--- src/design/tevmidi_pkg.sv ---
// Shared types, codes and constants of the tracker event to MIDI encoder.
// Used by the front, queue and back modules and by the top level.
// No dependencies.
package tevmidi_pkg;

  typedef enum logic [2:0] {
    KIND_KEY_ON  = 3'd0,
    KIND_KEY_OFF = 3'd1,
    KIND_VOLUME  = 3'd2,
    KIND_PATCH   = 3'd3,
    KIND_BANK    = 3'd4,
    KIND_BEND    = 3'd5,
    KIND_CTRL    = 3'd6
  } kind_t;

  // Configuration register indexes.
  localparam logic [3:0] REG_LINEAR_VOLUME = 4'd0;
  localparam logic [3:0] REG_GLOBAL_VOLUME = 4'd1;

  // Status byte high nibbles.
  localparam logic [3:0] ST_NOTE_OFF = 4'h8;
  localparam logic [3:0] ST_NOTE_ON  = 4'h9;
  localparam logic [3:0] ST_CTRL     = 4'hB;
  localparam logic [3:0] ST_PROGRAM  = 4'hC;
  localparam logic [3:0] ST_BEND     = 4'hE;

  localparam logic [3:0] PERC_CHAN      = 4'd9;
  localparam logic [7:0] CC_BANK_SELECT = 8'd0;
  localparam logic [7:0] CC_VOLUME      = 8'd7;
  localparam logic [7:0] MAX_DATA       = 8'd127;
  localparam logic [7:0] UNKNOWN        = 8'd255;
  localparam logic [7:0] TRANSPOSE      = 8'd14;
  localparam logic [7:0] PATCH_LIMIT    = 8'd128;
  localparam logic [6:0] VOL_CLAMP      = 7'd63;
  localparam logic [6:0] GLOBAL_RESET   = 7'd64;

  typedef struct packed {
    kind_t       kind;
    logic [3:0]  channel;
    logic [6:0]  key;
    logic [6:0]  volume;
    logic [7:0]  patch;
    logic [6:0]  bank;
    logic [13:0] bend;
    logic [6:0]  ctrl_number;
    logic [6:0]  ctrl_value;
  } event_t;

  // One event's worth of MIDI bytes, sent from byte 0 up.
  typedef struct packed {
    logic [5:0][7:0] bytes;
    logic [2:0]      count;
  } cmd_t;

  function automatic logic [6:0] vol_curve(input logic [5:0] lvl);
    logic [6:0] r;
    case (lvl)
      6'd0:  r = 7'h00; 6'd1:  r = 7'h01; 6'd2:  r = 7'h01; 6'd3:  r = 7'h01;
      6'd4:  r = 7'h01; 6'd5:  r = 7'h01; 6'd6:  r = 7'h01; 6'd7:  r = 7'h02;
      6'd8:  r = 7'h02; 6'd9:  r = 7'h03; 6'd10: r = 7'h04; 6'd11: r = 7'h04;
      6'd12: r = 7'h05; 6'd13: r = 7'h06; 6'd14: r = 7'h07; 6'd15: r = 7'h08;
      6'd16: r = 7'h09; 6'd17: r = 7'h0A; 6'd18: r = 7'h0B; 6'd19: r = 7'h0C;
      6'd20: r = 7'h0D; 6'd21: r = 7'h0F; 6'd22: r = 7'h10; 6'd23: r = 7'h11;
      6'd24: r = 7'h13; 6'd25: r = 7'h15; 6'd26: r = 7'h16; 6'd27: r = 7'h18;
      6'd28: r = 7'h1A; 6'd29: r = 7'h1C; 6'd30: r = 7'h1E; 6'd31: r = 7'h1F;
      6'd32: r = 7'h22; 6'd33: r = 7'h24; 6'd34: r = 7'h26; 6'd35: r = 7'h28;
      6'd36: r = 7'h2A; 6'd37: r = 7'h2D; 6'd38: r = 7'h2F; 6'd39: r = 7'h31;
      6'd40: r = 7'h34; 6'd41: r = 7'h37; 6'd42: r = 7'h39; 6'd43: r = 7'h3C;
      6'd44: r = 7'h3F; 6'd45: r = 7'h42; 6'd46: r = 7'h45; 6'd47: r = 7'h47;
      6'd48: r = 7'h4B; 6'd49: r = 7'h4E; 6'd50: r = 7'h51; 6'd51: r = 7'h54;
      6'd52: r = 7'h57; 6'd53: r = 7'h5B; 6'd54: r = 7'h5E; 6'd55: r = 7'h61;
      6'd56: r = 7'h64; 6'd57: r = 7'h69; 6'd58: r = 7'h6C; 6'd59: r = 7'h70;
      6'd60: r = 7'h74; 6'd61: r = 7'h78; 6'd62: r = 7'h7C; default: r = 7'h7F;
    endcase
    return r;
  endfunction

endpackage

--- src/design/tevmidi_front.sv ---
// Front end: accepts events, keeps per-channel state and the configuration,
// and turns each event that yields bytes into a byte command for the queue. Uses tevmidi_pkg.
module tevmidi_front #(
  parameter int LOGICAL_CHANNELS = 15
) (
  input  logic                 clk,
  input  logic                 rst_n,
  input  logic                 evt_valid,
  output logic                 evt_ready,
  input  tevmidi_pkg::event_t  evt,
  input  logic                 cfg_valid,
  input  logic [3:0]           cfg_index,
  input  logic [7:0]           cfg_data,
  input  logic                 q_full,
  output logic                 q_push,
  output tevmidi_pkg::cmd_t    q_cmd
);

  localparam int IDXW = (LOGICAL_CHANNELS > 1) ? $clog2(LOGICAL_CHANNELS) : 1;

  logic [3:0] route_chan_r    [LOGICAL_CHANNELS];
  logic [6:0] perc_note_r     [LOGICAL_CHANNELS];
  logic [6:0] sounding_note_r [LOGICAL_CHANNELS];
  logic [7:0] cached_volume_r [LOGICAL_CHANNELS];
  logic [7:0] cached_patch_r  [LOGICAL_CHANNELS];
  logic [7:0] cached_bank_r   [LOGICAL_CHANNELS];

  logic       linear_volume_r;
  logic [6:0] global_volume_r;

  logic [IDXW-1:0] idx;
  logic            chan_ok;
  logic            accept;

  logic [3:0] rc, rc_nxt;
  logic [6:0] pn, pn_nxt;
  logic [6:0] sn, sn_nxt;
  logic [7:0] cv, cv_nxt;
  logic [7:0] cp, cp_nxt;
  logic [7:0] cb, cb_nxt;

  logic [3:0]  mel_chan;
  logic [13:0] vol_prod;
  logic [7:0]  vol_conv;
  logic [7:0]  note;
  logic [7:0]  key_sum;
  logic [7:0]  bank8;
  logic [7:0]  vol8;

  assign chan_ok   = evt.channel < 4'(LOGICAL_CHANNELS);
  assign idx       = evt.channel[IDXW-1:0];
  assign evt_ready = !q_full;
  assign accept    = evt_valid && evt_ready;

  assign rc = route_chan_r[idx];
  assign pn = perc_note_r[idx];
  assign sn = sounding_note_r[idx];
  assign cv = cached_volume_r[idx];
  assign cp = cached_patch_r[idx];
  assign cb = cached_bank_r[idx];

  assign mel_chan = (evt.channel > 4'd8) ? evt.channel + 4'd1 : evt.channel;
  assign key_sum  = {1'b0, evt.key} + tevmidi_pkg::TRANSPOSE;
  assign note     = (key_sum > tevmidi_pkg::MAX_DATA) ? tevmidi_pkg::MAX_DATA : key_sum;
  assign bank8    = {1'b0, evt.bank};
  assign vol8     = {1'b0, evt.volume};

  // Table curve scaled by the global volume, 64 being unity; linear mode is
  // 2*v below the clamp point and 127 at or above it.
  always_comb begin
    logic [5:0] lvl;
    lvl = (evt.volume > tevmidi_pkg::VOL_CLAMP) ? 6'd63 : evt.volume[5:0];
    vol_prod = {7'd0, tevmidi_pkg::vol_curve(lvl)} * {7'd0, global_volume_r};
    if (linear_volume_r) begin
      vol_conv = (evt.volume >= tevmidi_pkg::VOL_CLAMP) ? tevmidi_pkg::MAX_DATA
                                                        : {evt.volume, 1'b0};
    end else if (vol_prod[13:6] > tevmidi_pkg::MAX_DATA) begin
      vol_conv = tevmidi_pkg::MAX_DATA;
    end else begin
      vol_conv = vol_prod[13:6];
    end
  end

  always_comb begin
    logic [3:0] bank_chan;
    bank_chan = (pn != 7'd0) ? tevmidi_pkg::PERC_CHAN : mel_chan;
    q_cmd  = '0;
    rc_nxt = rc;
    pn_nxt = pn;
    sn_nxt = sn;
    cv_nxt = cv;
    cp_nxt = cp;
    cb_nxt = cb;
    unique case (evt.kind)
      tevmidi_pkg::KIND_KEY_ON: begin
        if (pn != 7'd0) begin
          rc_nxt = tevmidi_pkg::PERC_CHAN;
          sn_nxt = pn;
          cv_nxt = vol_conv;
          q_cmd.bytes[0] = {tevmidi_pkg::ST_NOTE_ON, tevmidi_pkg::PERC_CHAN};
          q_cmd.bytes[1] = {1'b0, pn};
          q_cmd.bytes[2] = vol_conv;
          q_cmd.count    = 3'd3;
        end else begin
          rc_nxt = mel_chan;
          sn_nxt = note[6:0];
          if (vol_conv != cv) begin
            // Volume change goes out on the previous route before the note.
            cv_nxt = vol_conv;
            q_cmd.bytes[0] = {tevmidi_pkg::ST_CTRL, rc};
            q_cmd.bytes[1] = tevmidi_pkg::CC_VOLUME;
            q_cmd.bytes[2] = vol_conv;
            q_cmd.bytes[3] = {tevmidi_pkg::ST_NOTE_ON, mel_chan};
            q_cmd.bytes[4] = note;
            q_cmd.bytes[5] = tevmidi_pkg::MAX_DATA;
            q_cmd.count    = 3'd6;
          end else begin
            q_cmd.bytes[0] = {tevmidi_pkg::ST_NOTE_ON, mel_chan};
            q_cmd.bytes[1] = note;
            q_cmd.bytes[2] = tevmidi_pkg::MAX_DATA;
            q_cmd.count    = 3'd3;
          end
        end
      end
      tevmidi_pkg::KIND_KEY_OFF: begin
        sn_nxt = 7'd0;
        q_cmd.bytes[0] = {tevmidi_pkg::ST_NOTE_OFF, rc};
        q_cmd.bytes[1] = {1'b0, sn};
        q_cmd.bytes[2] = 8'd0;
        q_cmd.count    = 3'd3;
        if (pn != 7'd0) begin
          q_cmd.bytes[3] = {tevmidi_pkg::ST_CTRL, tevmidi_pkg::PERC_CHAN};
          q_cmd.bytes[4] = tevmidi_pkg::CC_VOLUME;
          q_cmd.bytes[5] = tevmidi_pkg::MAX_DATA;
          q_cmd.count    = 3'd6;
        end
      end
      tevmidi_pkg::KIND_VOLUME: begin
        if (pn != 7'd0) begin
          cv_nxt = vol8;
          q_cmd.bytes[0] = {tevmidi_pkg::ST_CTRL, tevmidi_pkg::PERC_CHAN};
          q_cmd.bytes[1] = tevmidi_pkg::CC_VOLUME;
          q_cmd.bytes[2] = vol8;
          q_cmd.count    = 3'd3;
        end else if (vol_conv != cv) begin
          cv_nxt = vol_conv;
          q_cmd.bytes[0] = {tevmidi_pkg::ST_CTRL, rc};
          q_cmd.bytes[1] = tevmidi_pkg::CC_VOLUME;
          q_cmd.bytes[2] = vol_conv;
          q_cmd.count    = 3'd3;
        end
      end
      tevmidi_pkg::KIND_PATCH: begin
        if (evt.patch <= tevmidi_pkg::PATCH_LIMIT) begin
          pn_nxt = 7'd0;
          if (cp != evt.patch) begin
            cp_nxt = evt.patch;
            q_cmd.bytes[0] = {tevmidi_pkg::ST_PROGRAM, mel_chan};
            q_cmd.bytes[1] = {1'b0, evt.patch[6:0] - 7'd1};
            q_cmd.count    = 3'd2;
          end
        end else begin
          pn_nxt = evt.patch[6:0];
        end
      end
      tevmidi_pkg::KIND_BANK: begin
        if (cb != bank8) begin
          cb_nxt = bank8;
          cp_nxt = tevmidi_pkg::UNKNOWN;
          q_cmd.bytes[0] = {tevmidi_pkg::ST_CTRL, bank_chan};
          q_cmd.bytes[1] = tevmidi_pkg::CC_BANK_SELECT;
          q_cmd.bytes[2] = bank8;
          q_cmd.count    = 3'd3;
        end
      end
      tevmidi_pkg::KIND_BEND: begin
        q_cmd.bytes[0] = {tevmidi_pkg::ST_BEND, rc};
        q_cmd.bytes[1] = {1'b0, evt.bend[6:0]};
        q_cmd.bytes[2] = {1'b0, evt.bend[13:7]};
        q_cmd.count    = 3'd3;
      end
      tevmidi_pkg::KIND_CTRL: begin
        q_cmd.bytes[0] = {tevmidi_pkg::ST_CTRL, rc};
        q_cmd.bytes[1] = {1'b0, evt.ctrl_number};
        q_cmd.bytes[2] = {1'b0, evt.ctrl_value};
        q_cmd.count    = 3'd3;
      end
      default: begin
      end
    endcase
    if (!chan_ok) begin
      q_cmd.count = 3'd0;
    end
  end

  assign q_push = accept && (q_cmd.count != 3'd0);

  always_ff @(posedge clk) begin
    if (!rst_n) begin
      linear_volume_r <= 1'b0;
      global_volume_r <= tevmidi_pkg::GLOBAL_RESET;
    end else if (cfg_valid) begin
      if (cfg_index == tevmidi_pkg::REG_LINEAR_VOLUME) begin
        linear_volume_r <= cfg_data[0];
      end else if (cfg_index == tevmidi_pkg::REG_GLOBAL_VOLUME) begin
        global_volume_r <= cfg_data[6:0];
      end
    end
  end

  always_ff @(posedge clk) begin
    if (!rst_n) begin
      for (int i = 0; i < LOGICAL_CHANNELS; i++) begin
        route_chan_r[i]    <= '0;
        perc_note_r[i]     <= '0;
        sounding_note_r[i] <= '0;
        cached_volume_r[i] <= tevmidi_pkg::UNKNOWN;
        cached_patch_r[i]  <= tevmidi_pkg::UNKNOWN;
        cached_bank_r[i]   <= tevmidi_pkg::UNKNOWN;
      end
    end else if (accept && chan_ok) begin
      route_chan_r[idx]    <= rc_nxt;
      perc_note_r[idx]     <= pn_nxt;
      sounding_note_r[idx] <= sn_nxt;
      cached_volume_r[idx] <= cv_nxt;
      cached_patch_r[idx]  <= cp_nxt;
      cached_bank_r[idx]   <= cb_nxt;
    end
  end

endmodule

--- src/design/tevmidi_queue.sv ---
// Two-entry command queue between the front end and the byte serializer.
// Uses tevmidi_pkg for the command type.
module tevmidi_queue (
  input  logic              clk,
  input  logic              rst_n,
  input  logic              push,
  input  tevmidi_pkg::cmd_t push_cmd,
  output logic              full,
  output logic              head_valid,
  output tevmidi_pkg::cmd_t head_cmd,
  input  logic              pop
);

  tevmidi_pkg::cmd_t slot_r [2];
  logic              wr_ptr_r;
  logic              rd_ptr_r;
  logic [1:0]        cnt_r;
  logic [1:0]        cnt_nxt;

  assign full       = cnt_r == 2'd2;
  assign head_valid = cnt_r != 2'd0;
  assign head_cmd   = slot_r[rd_ptr_r];

  always_comb begin
    cnt_nxt = cnt_r;
    if (push && !pop) begin
      cnt_nxt = cnt_r + 2'd1;
    end else if (pop && !push) begin
      cnt_nxt = cnt_r - 2'd1;
    end
  end

  always_ff @(posedge clk) begin
    if (push) begin
      slot_r[wr_ptr_r] <= push_cmd;
    end
  end

  always_ff @(posedge clk) begin
    if (!rst_n) begin
      wr_ptr_r <= 1'b0;
      rd_ptr_r <= 1'b0;
      cnt_r    <= 2'd0;
    end else begin
      cnt_r <= cnt_nxt;
      if (push) begin
        wr_ptr_r <= !wr_ptr_r;
      end
      if (pop) begin
        rd_ptr_r <= !rd_ptr_r;
      end
    end
  end

endmodule

--- src/design/tevmidi_back.sv ---
// Back end: sends the queue head through an output register, one byte
// per cycle unless stalled; marks each final byte. Uses tevmidi_pkg.
module tevmidi_back (
  input  logic              clk,
  input  logic              rst_n,
  input  logic              head_valid,
  input  tevmidi_pkg::cmd_t head_cmd,
  output logic              pop,
  output logic              out_valid,
  input  logic              out_ready,
  output logic [7:0]        out_byte,
  output logic              out_last
);

  logic [2:0] idx_r;
  logic [2:0] idx_nxt;
  logic       valid_r;
  logic       valid_nxt;
  logic [7:0] byte_r;
  logic       last_r;
  logic       load;
  logic       final_byte;

  assign load       = head_valid && (!valid_r || out_ready);
  assign final_byte = idx_r == (head_cmd.count - 3'd1);
  assign pop        = load && final_byte;

  always_comb begin
    idx_nxt   = idx_r;
    valid_nxt = valid_r && !out_ready;
    if (load) begin
      valid_nxt = 1'b1;
      idx_nxt   = final_byte ? 3'd0 : idx_r + 3'd1;
    end
  end

  always_ff @(posedge clk) begin
    if (load) begin
      byte_r <= head_cmd.bytes[idx_r];
      last_r <= final_byte;
    end
  end

  always_ff @(posedge clk) begin
    if (!rst_n) begin
      idx_r   <= 3'd0;
      valid_r <= 1'b0;
    end else begin
      idx_r   <= idx_nxt;
      valid_r <= valid_nxt;
    end
  end

  assign out_valid = valid_r;
  assign out_byte  = byte_r;
  assign out_last  = last_r;

endmodule

--- src/design/tracker_event_to_midi_encoder.sv ---
// Channel   | Direction | Handshake            | Payload
// in_       | input     | in_tvalid/in_tready   | in_tdata (fields), in_tuser (kind)
// out_      | output    | out_tvalid/out_tready | out_tdata (MIDI byte), out_tlast
// cfg_      | input     | cfg_valid/cfg_ready   | cfg_index, cfg_data
//
// An event is accepted when the two-entry command queue has room; it is
// written into the queue, and its first byte then goes to the output
// register. The serializer sends one byte per cycle while the output is not
// stalled; an event yields between 0 and 6 bytes of MIDI output.
// Reset is synchronous; per-channel state is held in flip-flops and is ready
// right after reset. A stalled output holds its byte; the front keeps taking
// events until the queue fills. cfg_ready is always high.
// Top level; depends on tevmidi_pkg, tevmidi_front, tevmidi_queue, tevmidi_back.
module tracker_event_to_midi_encoder #(
  parameter int LOGICAL_CHANNELS = 15
) (
  input  logic        clk,
  input  logic        rst_n,
  input  logic        in_tvalid,
  output logic        in_tready,
  // [3:0] channel, [10:4] key, [17:11] volume, [25:18] patch, [32:26] bank,
  // [46:33] bend, [53:47] ctrl_number, [60:54] ctrl_value, [63:61] zero
  input  logic [63:0] in_tdata,
  // [2:0] kind
  input  logic [2:0]  in_tuser,
  output logic        out_tvalid,
  input  logic        out_tready,
  // [7:0] midi_byte
  output logic [7:0]  out_tdata,
  output logic        out_tlast,
  input  logic        cfg_valid,
  output logic        cfg_ready,
  input  logic [3:0]  cfg_index,
  input  logic [7:0]  cfg_data
);

  tevmidi_pkg::event_t evt;
  tevmidi_pkg::cmd_t   push_cmd;
  tevmidi_pkg::cmd_t   head_cmd;
  logic                push;
  logic                full;
  logic                head_valid;
  logic                pop;

  assign evt.kind        = tevmidi_pkg::kind_t'(in_tuser);
  assign evt.channel     = in_tdata[3:0];
  assign evt.key         = in_tdata[10:4];
  assign evt.volume      = in_tdata[17:11];
  assign evt.patch       = in_tdata[25:18];
  assign evt.bank        = in_tdata[32:26];
  assign evt.bend        = in_tdata[46:33];
  assign evt.ctrl_number = in_tdata[53:47];
  assign evt.ctrl_value  = in_tdata[60:54];

  assign cfg_ready = 1'b1;

  tevmidi_front #(
    .LOGICAL_CHANNELS(LOGICAL_CHANNELS)
  ) u_front (
    .clk      (clk),
    .rst_n    (rst_n),
    .evt_valid(in_tvalid),
    .evt_ready(in_tready),
    .evt      (evt),
    .cfg_valid(cfg_valid),
    .cfg_index(cfg_index),
    .cfg_data (cfg_data),
    .q_full   (full),
    .q_push   (push),
    .q_cmd    (push_cmd)
  );

  tevmidi_queue u_queue (
    .clk       (clk),
    .rst_n     (rst_n),
    .push      (push),
    .push_cmd  (push_cmd),
    .full      (full),
    .head_valid(head_valid),
    .head_cmd  (head_cmd),
    .pop       (pop)
  );

  tevmidi_back u_back (
    .clk       (clk),
    .rst_n     (rst_n),
    .head_valid(head_valid),
    .head_cmd  (head_cmd),
    .pop       (pop),
    .out_valid (out_tvalid),
    .out_ready (out_tready),
    .out_byte  (out_tdata),
    .out_last  (out_tlast)
  );

endmodule

--- config.mk ---
export PLATFORM = sky130hd
export DESIGN_NAME = tracker_event_to_midi_encoder
export DESIGN_NICKNAME = d
export VERILOG_FILES = /design/src/design/tevmidi_pkg.sv /design/src/design/tevmidi_front.sv /design/src/design/tevmidi_queue.sv /design/src/design/tevmidi_back.sv /design/src/design/tracker_event_to_midi_encoder.sv
export SDC_FILE = /design/constraint.sdc
export NUM_CORES = 1
export LEC_CHECK = 0
export ABC_AREA = 1
export BUFFER_PORTS_ARGS = -buffer_cell sky130_fd_sc_hd__buf_4
export CORE_MARGIN = 2
export CORE_UTILIZATION = 55
export DETAILED_ROUTE_END_ITERATION = 10
export GPL_TIMING_DRIVEN = 0
export PLACE_DENSITY = 0.74
export SYNTH_ARGS = -nofsm -noshare
export SYNTH_HDL_FRONTEND = slang
export SYNTH_SLANG_ARGS = --single-unit
--- constraint.sdc ---
create_clock -name clk -period 10.5 [get_ports clk]
set_clock_uncertainty 0.2 [all_clocks]
set_input_delay 2.625 -clock clk [delete_from_list [all_inputs] [get_ports clk]]
set_output_delay 2.625 -clock clk [all_outputs]
set_load 0.03 [all_outputs]
==> Yosys cells after proc, flatten, opt, wreduce, memory -nomap -nowiden <==
Memory sizes are Yosys's and may differ from the RTL's. A register that Yosys moved wholly into a read port is not among the register bits.
Cells that the tools add are included.
{ "word_totals": {"romBits": 448, "inputBits": 84, "reg_bits": 25, "ram_bits": 730, "word_cells": 145, "out_inout_bits": 12, "n_memories": 8} }
{ "classes": {"n_lt_le_gt_ge": 8, "add_sub_neg": 7, "n_reduce_logical": 30, "mux": 69, "bitwise": 1, "n_eq_ne": 12, "multipliers": 1} }
{ "mem_list": {"columns": ["name", "depth", "word_bits", "read_ports", "rd_clocked_by_memory_dff", "write_ports", "line_no", "rtl"], "rows": [
  ["(name not given)", 64, 7, 1, 0, 0, "tevmidi_pkg.sv:57", "case (lvl)"],
  ["u_front.cached_bank_r", 15, 8, 1, 0, 15, "tevmidi_front.sv:26", "logic [7:0] cached_bank_r [LOGICAL_CHANNELS];"],
  ["u_front.cached_patch_r", 15, 8, 1, 0, 15, "tevmidi_front.sv:25", "logic [7:0] cached_patch_r [LOGICAL_CHANNELS];"],
  ["u_front.cached_volume_r", 15, 8, 1, 0, 15, "tevmidi_front.sv:24", "logic [7:0] cached_volume_r [LOGICAL_CHANNELS];"],
  ["u_front.perc_note_r", 15, 7, 1, 0, 15, "tevmidi_front.sv:22", "logic [6:0] perc_note_r [LOGICAL_CHANNELS];"],
  ["u_front.sounding_note_r", 15, 7, 1, 0, 15, "tevmidi_front.sv:23", "logic [6:0] sounding_note_r [LOGICAL_CHANNELS];"],
  ["2 more memories", null, null, null, null, null, null, null]
]} }
{ "ops": {"columns": ["op", "n"], "rows": [
  ["case mux 19 bit (7 select lines)", 1],
  ["two-way mux 8 bit", 16],
  ["two-way mux 27 bit", 4],
  ["two-way mux 23 bit", 3],
  ["case mux 23 bit (2 select lines)", 1],
  ["two-way mux 4 bit", 10],
  ["case mux 8 bit (5 select lines)", 1],
  ["two-way mux 7 bit", 5],
  ["case mux 8 bit (2 select lines)", 2],
  ["two-way mux 26 bit", 1],
  ["binary-select mux 8 bit (select 3 bit)", 1],
  ["OR reduction 8 bit", 3],
  ["two-way mux 19 bit", 1],
  ["two-way mux 18 bit", 1],
  ["greater-than comparator 8 x 7 -> 1 bit, second input constant", 2],
  ["inequality test 8 bit", 2],
  ["two-way mux 1 bit", 15],
  ["multiplier 7 x 7 -> 14 bit", 1],
  ["case mux 7 bit (2 select lines)", 1],
  ["OR reduction 7 bit", 2],
  ["equality test 3 bit, second input constant", 3],
  ["two-way mux 3 bit", 3],
  ["adder 7 x 4 -> 8 bit, second input constant", 1],
  ["less-or-equal comparator 8 bit, second input constant", 1],
  ["other kinds (31)", 47]
]} }

==> Logic depth before layout (Yosys ltp) <==
An unclocked memory read counts as a cell.
{ "depth": {"depth_word": 18, "depth_mapped": 47, "ltp_nobuf": 46} }

==> Hierarchy <==
Synthesis repeated with hierarchy kept, for this count alone.
{ "hier_totals": {"cells_unflattened": 3937, "hier_area_um2": 39175.1} }
{ "by_module_without_submodules": {"columns": ["mod", "instances", "seq_area_each_um2", "cells_each", "area_per_inst_um2"], "rows": [
  ["tevmidi_front", 1, 20339.5, 3601, 33990.1],
  ["tevmidi_queue", 1, 3163.0, 194, 4164.0],
  ["tevmidi_back", 1, 350.3, 140, 1009.7],
  ["tracker_event_to_midi_encoder", 1, 0.0, 2, 11.3]
]} }

==> Worst setup path before layout <==
OpenSTA, ideal clock, no wires.
{ "synth_path": {"path_type": "input port to flip-flop", "startpoint": "input in_tdata[17]", "endpoint": "memory u_queue.slot_r[0][0] (netlist name) (enable)", "path_buffers": 1, "stages": 33, "setup_time_ps": 439, "required_time_ps": 9861, "arrival_ps": 9985, "setup_slack_ps": -124, "path_cell_list": "buf_6 -> nor2_1 -> inv_1 -> ha_1 -> nor2_1 -> nand2_1 -> nand2_1 -> a21oi_1 -> a211o_1 -> nand2_1 -> nor2_1 -> fa_1 -> inv_1 -> fa_1 -> fa_1 -> fa_1 -> inv_1 -> ha_1 -> a21oi_1 -> o21ai_0 -> a221oi_1 -> nand3_1 -> nand2_4 -> nand4_1 -> nand2_1 -> nand2_1 -> nand3_1 -> nor2_4 -> nand3_2 -> nand2_2 -> nand2_2 -> nand3_1 -> nor2_1"} }
{ "synth_via": {"elab_chain_cells": 16, "elab_cells_between_ends": 20, "classes_between": "mul: 1; order compare: 3; eq/ne: 1; mux: 12; reduce/logical: 2; memory: 1"} }
{ "synth_rtl": {"columns": ["item", "line_no", "rtl"], "rows": [
  ["from (decl)", "tracker_event_to_midi_encoder.sv:23", "input logic [63:0] in_tdata,"],
  ["greater-than comparator 7 x 6 -> 1 bit", "tevmidi_front.sv:72", "lvl = (evt.volume > tevmidi_pkg::VOL_CLAMP) ? 6'd63 : evt.volume[5:0];"],
  ["two-way mux 6 bit", "tevmidi_front.sv:72", null],
  ["memory read (64 x 7 bit)", null, null],
  ["multiplier 7 x 7 -> 14 bit", "tevmidi_front.sv:73", "vol_prod = {7'd0, tevmidi_pkg::vol_curve(lvl)} * {7'd0, global_volume_r};"],
  ["greater-than comparator 8 x 7 -> 1 bit", "tevmidi_front.sv:77", "end else if (vol_prod[13:6] > tevmidi_pkg::MAX_DATA) begin"],
  ["two-way mux 8 bit", "tevmidi_front.sv:77", null],
  ["two-way mux 8 bit (*)", "tevmidi_front.sv:74", "if (linear_volume_r) begin"],
  ["inequality test 8 bit (*)", "tevmidi_front.sv:107, tevmidi_front.sv:145", null],
  ["two-way mux 27 bit (on tied branches)", "tevmidi_front.sv:145, tevmidi_front.sv:107", null],
  ["two-way mux 27 bit (on tied branches)", "tevmidi_front.sv:139, tevmidi_front.sv:96", null],
  ["case mux 19 bit (7 select lines) (*)", "tevmidi_front.sv:94", "unique case (evt.kind)"],
  ["two-way mux 3 bit (*)", "tevmidi_front.sv:191", "if (!chan_ok) begin"],
  ["nonzero test 3 bit (*)", "tevmidi_front.sv:196", "assign q_push = accept && (q_cmd.count != 3'd0);"],
  ["logical AND 1 bit (*)", "tevmidi_front.sv:196", null],
  ["two-way mux 1 bit (*)", "tevmidi_queue.sv:34", "if (push) begin"],
  ["two-way mux 1 bit (implied by the code) (*)", "tevmidi_queue.sv:35", "slot_r[wr_ptr_r] <= push_cmd;"],
  ["to (decl)", "tevmidi_queue.sv:14", "tevmidi_pkg::cmd_t slot_r [2];"]
]} }
Mark *: on every way between the ends. The rest lies on a longest branch, timed or not.

==> Worst setup path after layout <==
{ "layout_path": {"startpoint": "input in_tdata[17]", "endpoint": "memory u_queue.slot_r[1][18] (netlist name) (enable)"} }
Same word-level chain as after synthesis.

==> flow_summary.ini <==
[outcome]
status = finished clean

[layout]
synthToLayoutAreaGrowth_pct = 12.5
n_fill_cell = 5493
drive_above_1_share_pct = 9.22
nNetsFinal = 4252
final_util_pct = 62.4

[floorplanning]
die_area_um2 = 71000
io_pins = 96
die_w_um = 266
row_count = 96
start_util_pct = 55.4
core_um2 = 68300
dieHeight_um = 266

[sta]
slew_headroom_pct = 11.6
timing.fmax_mhz = 101
finalHoldViolCount = 0
fin_tns_setup_ps = 0
period_share_pct = 94.0
rsz0062_at_grt = false
setup_viol_count_final = 0
period_needed_ps = 9870
worst_slew_pin_slew_ps = 1320
maxSlewViolCount = 0

[setup_path]
crit_arrival_ps = 9950
max_stage_delay_ps = 680
crit_path_frequent_cell = nand2_1
crit_type = in -> reg
crit_path_end_kind = register
critPathLaunchType = primary input
required_ps = 10580
crit_slowest_cell = inv_2
path_max_fanout = 41

[global_routing]
antenna_found_initial = 3
globalRouteOverflowTotal = 0
grtUsageTotal_pct = 36.0
grt_pass1_wl_mm = 187
grt_pass1_vias = 30000
grt_max_degree = 43

[synthesis]
yosys_most_used_dff = edfxtp_1
ys_seq_area_share_pct = 61.4
synth_enable_flop_cells = 763
syn_area_per_cell_um2 = 9.78
synthDominantCellAreaShare_pct = 60.5
syn-cell-area_um2 = 37900
async_flop_share_pct = 0
synth_top_area_cell = edfxtp_1
yosys_warnings = 0
ys_types = 54
netlist_instances = 3875
synth_area_leaders = edfxtp_1 (60%), nand2_1 (7.9%), nor2_1 (7.6%)
synth_seq_cells = 780
synthTopCellsByCount = nand2_1 (797), nor2_1 (772), edfxtp_1 (763), o21ai_0 (419), inv_1 (205)
synth_most_common_cell = nand2_1

[detailed_routing]
avgViaCountPerCell = 6.31
antenna_left = 0
drt_pass1_iterations = 8
routedWlPerCell_um = 25.6
first_iter_violations = 5367
drc = 0
vias = 31800
wirelength_mm = 129

[clock_tree]
cts_made_buffers = 80
cts_resized = 0
clockRootBuffer = clkbuf_16
cts.reportedPaths.clkPinSlew_ps = 70
h-tree-depth = 3
ctsHoldBuffers = 0
post_cts_buffers = 0
numClockSinks = 780
cts_max_path_buffers = 3
cts_tree = yes
clock_latency_ps = 670

[pwr]
ir_worst_vdd_uv = 139
power.density_nw_per_um2 = 179
power.leakage_nw = 14.6

[worst_hold_path]
min_path_type = reg -> reg

[placement]
place_hpwl_mm = 84.4
gp_congestion = 0.940
port_buffers = 84

[flow_run]
drv_cap = 0
==> area by class of cell <==
cell class,count,area (um2),share of cell area [%]
Inverter,244,920,2.16
Buffer,258,1200,2.81
Clock buffer,98,2080,4.88
Multi-Input combinational cell,2640,12800,30.0
Timing Repair Buffer,94,803,1.88
Tap cell,882,1100,2.59
Sequential cell,780,23300,54.5
Clock inverter,49,485,1.14
Antenna cell,2,5.00,0.0117
==> cell families after synthesis <==
group                      after synthesis  synth area share [%]
and+or+nand+nor                       1761                  18.7
DFF                                    780                  61.4
AOI/OAI and AO/OA                      735                  11.0
buffers and inverters                  502                  5.58
adders and majority gates               70                  2.77
xor gates and xnor gates                22                 0.509
muxes                                    3                0.0793
other                                    2                0.0198
==> metrics by stage <==
| step | cell area [um2] | setup WS, ps | std cells | hold slack (ps) | power, mW |
|---|---|---|---|---|---|
| 6_report | 42600 | 630 | 5047 | 324 | 7.62 |
| 5_1_grt | 42600 | 102 | 5045 | 353 | 7.80 |
| 4_1_cts | 42600 | 691 | 5043 | 318 | 7.55 |
| 3_5_place_dp | 40000 | 31.9 | 4896 | 301 | 4.80 |
| 3_3_place_gp | 39800 | -805 | 4888 | 284 | 4.79 |
| 2_1_floorplan | 38100 | 549 | 3922 | 269 | 4.36 |
==> report_power, final <==
part           switching (mW)  internal [mW]  leakage, nW
clock network            1.26           1.57         1.24
logic                   0.878          0.310         6.67
registers              0.0361           3.56         6.66
==> per-layer routing <==
layer / up-vias / wire length [um] / GRT usage [%]
met5: - / 9 / 0
met4: 2 / 7280 / 18.1
met3: 502 / 19800 / 11.0
met2: 2665 / 57700 / 56.0
met1: 15000 / 44300 / 45.8
li1: 13700 / - / -
==> sequential cells by signal, indices dropped and copies added, names as in the netlist, 3 cells and up, named ones only <==
register                 flops
u_queue.slot_r              82
u_front.cached_volume_r    128
u_front.global_volume_r      7
u_back.out_byte              8
u_front.cached_patch_r     128
u_front.route_chan_r        64
u_back.idx_r                 3
u_front.perc_note_r        112
u_front.sounding_note_r    112
u_front.cached_bank_r      128
==> worst max-delay path, delay by kind of cell <==
family,cells,cell delay (ps)
adders and majority gates,6,2530
AOI/OAI and AO/OA,4,1200
and+or+nand+nor,16,2340
buffers and inverters,5,1200
==> placed cells by master, fill, tap and decap left out, types with 13 or more instances in the layout <==
| master | synthesis | layout |
|---|---|---|
| o211ai_1 | 17 | 17 |
| clkbuf_16 | 0 | 80 |
| o21ai_1 | 14 | 14 |
| a21oi_1 | 51 | 51 |
| inv_2 | 20 | 21 |
| fa_1 | 23 | 23 |
| edfxtp_1 | 763 | 763 |
| clkinv_1 | 17 | 39 |
| dfxtp_1 | 17 | 17 |
| nor3_1 | 13 | 13 |
| nand3_1 | 78 | 78 |
| buf_4 | 26 | 111 |
| ha_1 | 47 | 47 |
| nand2_1 | 797 | 782 |
| clkbuf_1 | 152 | 169 |
| nand2_2 | 15 | 22 |
| nor2_1 | 772 | 771 |
| o21ai_0 | 419 | 419 |
| o22ai_1 | 176 | 176 |
| conb_1 | 2 | 49 |
| buf_2 | 62 | 63 |
| nand4_1 | 48 | 48 |
| xor2_1 | 16 | 16 |
| inv_1 | 205 | 204 |
==> path summary, 6_finish.rpt <==
path	startpoint	to	slack [ps]	cells after the start
setup / recovery	in_tdata[17]	u_queue.slot_r[1][18]	630	31
hold / removal	u_queue.rd_ptr_r	u_queue.rd_ptr_r	320	2
setup reg to reg	u_front.global_volume_r[1]	u_queue.slot_r[1][18]	3920	24
hold reg to reg	u_queue.rd_ptr_r	u_queue.rd_ptr_r	320	2
Note: power is estimated with default switching activity, not from simulation.
